==> config.mk <==
export PLATFORM = sky130hd
export DESIGN_NAME = p2a_cfg
export DESIGN_NICKNAME = d
export VERILOG_FILES = /design/src/rtl/position_to_attitude_rotation_defines.svh /design/src/rtl/p2a_pkg.sv /design/src/rtl/p2a_cfg.sv
export SDC_FILE = /design/constraint.sdc
export NUM_CORES = 1
export LEC_CHECK = 0
export ABC_CLOCK_PERIOD_IN_PS = 900
export BUFFER_PORTS_ARGS = -buffer_cell sky130_fd_sc_hd__buf_4
export CAP_MARGIN = 25
export CORE_MARGIN = 10
export CORE_UTILIZATION = 30
export CTS_BUF_LIST = sky130_fd_sc_hd__clkbuf_4 sky130_fd_sc_hd__clkbuf_8
export CTS_CLUSTER_DIAMETER = 40
export DETAILED_ROUTE_END_ITERATION = 10
export PLACE_DENSITY_LB_ADDON = 0.2
export REMOVE_ABC_BUFFERS = 1
export SLEW_MARGIN = 25
export SYNTH_ARGS = -nofsm -noshare
export SYNTH_HDL_FRONTEND = slang
export SYNTH_SLANG_ARGS = --single-unit
==> constraint.sdc <==
create_clock -name clk_i -period 0.9 [get_ports clk_i]
set_input_delay 0 -clock clk_i [delete_from_list [all_inputs] [get_ports clk_i]]
set_output_delay 0 -clock clk_i [all_outputs]
set_load 0.02 [all_outputs]
==> src/rtl/position_to_attitude_rotation_defines.svh <==
// assertion macros for the position to attitude rotation block
`ifndef POSITION_TO_ATTITUDE_ROTATION_DEFINES_SVH
`define POSITION_TO_ATTITUDE_ROTATION_DEFINES_SVH

`ifndef SYNTHESIS
// checked property, quiet while reset is low
`define P2A_ASSERT(lbl, clk, rst_n, prop) \
  lbl: assert property (@(posedge clk) disable iff (!rst_n) prop) \
    else $error("p2a assertion failed");
// checked property, also during reset
`define P2A_ASSERT_ALWAYS(lbl, clk, prop) \
  lbl: assert property (@(posedge clk) prop) \
    else $error("p2a assertion failed");
`else
`define P2A_ASSERT(lbl, clk, rst_n, prop)
`define P2A_ASSERT_ALWAYS(lbl, clk, prop)
`endif

`endif

==> src/rtl/p2a_pkg.sv <==
// shared types, constants and sine table builder for the position to attitude rotation
package p2a_pkg;

  localparam int ANGLE_BITS_DEF       = 16;
  localparam int SINE_TABLE_DEPTH_DEF = 1024;
  localparam int PADDR_W              = 4;
  localparam int CORDIC_STEPS         = 30;

  localparam longint CORDIC_GAIN_Q30 = 64'sd652032874;
  localparam longint Q30_ONE         = 64'sd1073741824;

  // register indexes
  localparam logic [1:0] REG_MODE  = 2'd0;
  localparam logic [1:0] REG_UPPER = 2'd1;
  localparam logic [1:0] REG_LOWER = 2'd2;

  // mode codes
  localparam logic MODE_FULL = 1'b0;
  localparam logic MODE_YAW  = 1'b1;

  localparam logic signed [31:0] UPPER_RESET = 32'sd1966080;
  localparam logic signed [31:0] LOWER_RESET = -32'sd1966080;

  localparam logic [31:0] ATAN_TURNS [CORDIC_STEPS] = '{
    32'd536870912, 32'd316933406, 32'd167458907, 32'd85004756, 32'd42667331,
    32'd21354465, 32'd10679838, 32'd5340245, 32'd2670163, 32'd1335087,
    32'd667544, 32'd333772, 32'd166886, 32'd83443, 32'd41722, 32'd20861,
    32'd10430, 32'd5215, 32'd2608, 32'd1304, 32'd652, 32'd326, 32'd163,
    32'd81, 32'd41, 32'd20, 32'd10, 32'd5, 32'd3, 32'd1
  };

  typedef struct packed {
    logic signed [15:0] roll_angle;
    logic signed [15:0] pitch_angle;
    logic signed [15:0] yaw_angle;
    logic signed [31:0] x_correction;
    logic signed [31:0] y_correction;
  } in_t;

  typedef struct packed {
    logic signed [31:0] roll_command;
    logic signed [31:0] pitch_command;
    logic               limit_hit;
  } out_t;

  typedef struct packed {
    logic               mode_select;
    logic signed [31:0] command_upper_limit;
    logic signed [31:0] command_lower_limit;
  } cfg_t;

  // sine of one turn fraction in Q2.30, evaluated at elaboration to fill the table
  function automatic logic signed [31:0] cordic_sin(input logic [31:0] turn);
    longint      x;
    longint      y;
    longint      z;
    longint      nx;
    logic [31:0] t;
    logic        neg;
    int          i;
    x   = CORDIC_GAIN_Q30;
    y   = 0;
    t   = turn;
    neg = 1'b0;
    if (t >= 32'h4000_0000 && t < 32'hC000_0000) begin
      t   = t - 32'h8000_0000;
      neg = 1'b1;
    end
    z = longint'(signed'(t));
    for (i = 0; i < CORDIC_STEPS; i++) begin
      if (z >= 0) begin
        nx = x - (y >>> i);
        y  = y + (x >>> i);
        z  = z - longint'(ATAN_TURNS[i]);
      end else begin
        nx = x + (y >>> i);
        y  = y - (x >>> i);
        z  = z + longint'(ATAN_TURNS[i]);
      end
      x = nx;
    end
    if (y > Q30_ONE) y = Q30_ONE;
    if (y < -Q30_ONE) y = -Q30_ONE;
    if (neg) y = -y;
    return 32'(y);
  endfunction

endpackage

==> src/rtl/p2a_cfg.sv <==
// configuration register file on the apb-style port
module p2a_cfg (
  input  logic                         clk_i,
  input  logic                         rst_ni,
  input  logic                         psel,
  input  logic                         penable,
  input  logic                         pwrite,
  input  logic [p2a_pkg::PADDR_W-1:0]  paddr,
  input  logic [31:0]                  pwdata,
  output logic [31:0]                  prdata,
  output logic                         pready,
  output p2a_pkg::cfg_t                cfg_o
);

  p2a_pkg::cfg_t cfg_q;
  logic          wr_en;
  logic [1:0]    reg_idx;

  assign pready  = 1'b1;
  assign wr_en   = psel && penable && pwrite;
  assign reg_idx = paddr[3:2];
  assign cfg_o   = cfg_q;

  // register writes
  always_ff @(posedge clk_i or negedge rst_ni) begin
    if (!rst_ni) begin
      cfg_q.mode_select         <= p2a_pkg::MODE_FULL;
      cfg_q.command_upper_limit <= p2a_pkg::UPPER_RESET;
      cfg_q.command_lower_limit <= p2a_pkg::LOWER_RESET;
    end else if (wr_en) begin
      unique case (reg_idx)
        p2a_pkg::REG_MODE:  cfg_q.mode_select         <= pwdata[0];
        p2a_pkg::REG_UPPER: cfg_q.command_upper_limit <= signed'(pwdata);
        p2a_pkg::REG_LOWER: cfg_q.command_lower_limit <= signed'(pwdata);
        default: ;
      endcase
    end
  end

  // read mux
  always_comb begin
    unique case (reg_idx)
      p2a_pkg::REG_MODE:  prdata = {31'd0, cfg_q.mode_select};
      p2a_pkg::REG_UPPER: prdata = cfg_q.command_upper_limit;
      p2a_pkg::REG_LOWER: prdata = cfg_q.command_lower_limit;
      default:            prdata = 32'd0;
    endcase
  end

endmodule

# Word level (Yosys, flattened, before mapping)
# Index checks and enable logic that the tools add are counted.
classes:
  muxes: 1
  n_eq_ne: 2
  n_reduce_logical: 6
ops:
  columns: ["op", "n"]
  rows:
  - ["case mux 32 bit (3 select lines)", 1]
  - ["AND reduction 2 bit", 3]
  - ["equality test 2 x 1 -> 1 bit (second input constant)", 1]
  - ["equality test 2 bit (second input constant)", 1]
  - ["logical AND 1 bit", 2]
  - ["logical NOT 2 bit", 1]
totals:
  ff_bits: 65
  in_bits: 41
  wordCells: 12
  out_inout_bits: 98

# Depth between registers and ports, before layout
logic_depth:
  depth_word: 3
  ltp_mapped: 5
  ltp_nobuf: 3

# Worst setup path before layout
# No wires, ideal clock.
synth_timing:
  path_type: "in2reg"
  from: "input pwrite"
  to: "register cfg_q, in the netlist cfg_o[34]"
  setup_time_ps: 125
  n_path_buf: 1
  path_stages: 4
  required_ps: 775
  path_slack_ps: -178
  arrival_time_ps: 953
  cell_sequence: "nand3_2 nor3b_4 buf_6 mux2_2"
synth_between:
  elab_chain_len: 2
synth_rtl:
  columns: ["item", "line_no", "rtl"]
  rows:
  - ["start: declaration", "p2a_cfg.sv:7", "input logic pwrite,"]
  - ["logical AND 1 bit", "p2a_cfg.sv:20", "assign wr_en = psel && penable && pwrite;"]
  - ["AND reduction 2 bit (no source line)", null, null]
  - ["end: declaration", "p2a_cfg.sv:15", "p2a_pkg::cfg_t cfg_q;"]
# Every way passes these cells.
# A chain may end at the register's enable or synchronous reset.

# Worst setup path after layout
layout_timing:
  from: "register cfg_q, in the netlist cfg_o[27]"
  to: "output prdata[27]"
layout_between:
  elab_chain_len: 1
layout_rtl:
  columns: ["item", "line_no", "rtl"]
  rows:
  - ["case mux 32 bit (3 select lines)", "p2a_cfg.sv:42", "unique case (reg_idx)"]
  - ["end: declaration", "p2a_cfg.sv:10", "output logic [31:0] prdata,"]
# Every way passes these cells.

==> impl_metrics.py <==
metrics = {
    "run_status": {
        "status": "finished with violations",
        "violations": "setup timing",
    },
    "pwr": {
        "pwr-share-comb_pct": 45.9,
        "power_density_mw_per_mm2": 2260,
        "ir_drop_mv": 1.25,
        "leakagePower_nw": 2.61,
        "clkPwrFrac_pct": 19.6,
        "internal_power_w": 0.00854,
        "swShare_pct": 32.8,
        "p_seq_share_pct": 34.5,
        "p_sw_w": 0.00416,
    },
    "drt": {
        "dr.pass1.iters": 4,
        "vias_per_cell": 4.56,
        "drt_iter0_markers": 77,
        "wl_per_cell_um": 19.4,
        "drc": 0,
        "vias": 2484,
        "wirelength_mm": 10.5,
        "ant_nets": 0,
    },
    "grt": {
        "grt_busiest_layer": "met2",
        "grt_pass1_wl_mm": 15.4,
        "met3_usage_pct": 5.42,
        "overflow": 0,
        "antenna_found_initial": 0,
        "grtUsageMet2_pct": 20.9,
        "grt_max_degree": 66,
        "track_usage_pct": 13.6,
        "grt_use_met1_pct": 17.4,
        "grt_pass1_vias": 2736,
    },
    "final_layout": {
        "largest_reg_flops": 65,
        "area_delta_synth_final_pct": 96.9,
        "layout-drive-gt1-share_pct": 70.9,
        "multiInputGateArea_sq_mm": 0.00115,
        "nNetsFinal": 452,
        "final_cells": 545,
        "final-seq-area_sq_mm": 0.00165,
        "fillCellCount": 747,
        "diodes": 0,
    },
    "sta": {
        "slew_violations": 0,
        "max_freq_mhz": 855,
        "hold_viol": 0,
        "finClkSkew_ns": 0,
        "finalSetupViolCount": 95,
        "rsz0062_at_grt": "true",
        "finalWorstPathRequiredPeriod_ns": 1.17,
        "post-route-period-util_pct": 130,
        "fin_ws_ns": -0.270,
    },
    "synth": {
        "yosysSeqAreaShare_pct": 57.8,
        "syn_inst": 185,
        "ys_types": 18,
        "syn-mean-instance-area_sq_um": 15.4,
        "synth_warnings": 0,
        "syn_area_sq_mm": 0.00285,
        "ys_seq_elements": 65,
    },
    "floorplanning": {
        "chipHeight_um": 117,
        "rows": 35,
        "io_pins": 139,
        "dieArea_sq_mm": 0.0138,
        "start_util_pct": 30.8,
        "die_w_um": 117,
        "core_sq_mm": 0.00924,
    },
    "placed_design": {
        "place_ws_ns": -0.336,
        "globalplace.congestion": 0.713,
        "dp_hpwl_mm": 5.91,
        "io_buffers": 135,
        "dp.cells": 444,
    },
    "setup_path": {
        "cp_slowest_stage_delay_ns": 0.55,
        "path_cells": "a22o_1 > buf_6",
        "critPathRequiredTime_ns": 0.90,
        "critPathLaunchType": "flip-flop",
        "cp.arrival_ns": 1.17,
        "cp_max_fo": 3,
        "critPathCaptureType": "output port",
        "critical_path_class": "flip-flop to output port",
        "cp_slowest_cell": "dfstp_2",
    },
    "clock_tree": {
        "clockRootBuffer": "clkbuf_8",
        "cts_buffers": 9,
        "numClockSinks": 65,
        "clk_pin_slew_ns": 0.07,
        "ctsLongestPathBuffers": 2,
        "cts_tree": "built",
        "insertion_delay_ns": 0.33,
        "htreeDepth": 3,
    },
    "flow_run": {
        "maxCapViolCount": 0,
    },
    "hold_path": {
        "hp-class": "input port to flip-flop",
    },
}
## through the flow
stage | cell area [sq um] | hold WS, ns | total power, W | setup TNS (ns) | util [%]
floorplan | 2740 | -0.296 | 0.00622 | -60.58 | -
global placement | 4050 | 0.0269 | 0.00816 | -21.88 | 43.8
detailed placement | 4050 | 0.0258 | 0.00822 | -23.28 | 43.8
CTS | 5280 | 0.0901 | 0.0123 | -12.72 | 57.2
global route | 5610 | 0.117 | 0.0133 | -16.56 | 60.7
finish | 5610 | 0.103 | 0.0127 | -12.24 | 60.7
## routing by layer
metal  vias up  share of wire, %  wire length, um
li1       1138                 -                -
met1      1235                47             4920
met2       102                45             4790
met3         9               7.3              767
met4         0              0.70               74
met5         -                 0                0
## power groups by stage
stage / clock [W] / sequential [W] / combinational (W)
after floorplan: 0 / 0.00509 / 0.00113
after global placement: 0 / 0.00435 / 0.00382
after detailed placement: 0 / 0.00436 / 0.00387
after CTS: 0.00254 / 0.00434 / 0.00544
after global routing: 0.00269 / 0.00446 / 0.00618
final: 0.00249 / 0.00438 / 0.00583
## cell families (layout without fill, tap and decap cells)
kind of cell / after synthesis / count (layout) / share of synthesized area [%]
buffers and inverters: 14 / 245 / 3.82
multiplexers: 66 / 66 / 26.1
flip-flops: 65 / 65 / 57.8
AO/OA/AOI/OAI: 32 / 32 / 9.71
AND/OR/NAND/NOR: 7 / 7 / 2.46
other: 1 / 1 / 0.132
## synth_stat cells, drive strengths merged
cell / n / area, sq um
mux2: 65 / 732
o21ai: 1 / 5.00
and2b: 1 / 7.51
nor3b: 2 / 37.5
clkbuf: 1 / 3.75
conb: 1 / 3.75
a22o: 31 / 272
dfstp: 16 / 420
nor3: 1 / 5.00
nor2b: 1 / 6.26
buf: 13 / 105
nand3: 1 / 10.0
dfrtp: 49 / 1230
mux2i: 1 / 10.0
nand2: 1 / 3.75
## layout make-up
| cell class | count | area share [%] |
|---|---|---|
| clock inverter | 5 | 0.982 |
| timing repair buffer | 229 | 43.7 |
| multi-input combinational | 106 | 20.5 |
| tap | 129 | 2.88 |
| sequential | 65 | 29.4 |
| clock buffer | 11 | 2.59 |
## path summary, 6_finish.rpt
path	startpoint	to	slack, ns	cells past startpoint
min in group asynchronous	rst_ni	cfg_o[57]	0.23	3
worst max register to register	cfg_o[62]	cfg_o[62]	-0.03	2
worst min register to register	cfg_o[60]	cfg_o[60]	0.56	1
worst min-delay path	paddr[3]	cfg_o[64]	0.10	3
max in group asynchronous	rst_ni	cfg_o[27]	0.33	3
worst max-delay path	cfg_o[27]	prdata[27]	-0.27	2
## placed cells by master (no fill, tap or decap)
cell type / count
a22o_1: 31
and2b_1: 1
buf_12: 5
buf_4: 49
buf_6: 138
bufinv_16: 1
clkbuf_16: 4
clkbuf_4: 1
clkbuf_8: 10
clkinv_2: 2
clkinvlp_4: 2
conb_1: 1
dfrtp_1: 49
dfstp_2: 16
dlygate4sd3_1: 33
mux2_1: 2
mux2_2: 51
mux2_4: 12
mux2i_1: 1
nand2_1: 1
nand3_4: 1
nor2b_2: 1
nor3_1: 1
nor3b_4: 2
o21ai_1: 1
## worst max-delay path: cells and delay by family (launching register included)
| family | cells | cell delay (ns) |
|---|---|---|
| AO/OA/AOI/OAI | 1 | 0.17 |
| buffers and inverters | 1 | 0.13 |
| flip-flops | 1 | 0.55 |
## what timing repair did
action	in CTS	in global routing
cloned	0	5
endpoints found under the setup margin	97	147
setup buffers	34	18
pin swaps	14	8
hold buffers	33	0
gates resized for setup	121	34
endpoints found under the hold margin	130	0
Note: power is estimated with default switching activity, not from simulation.
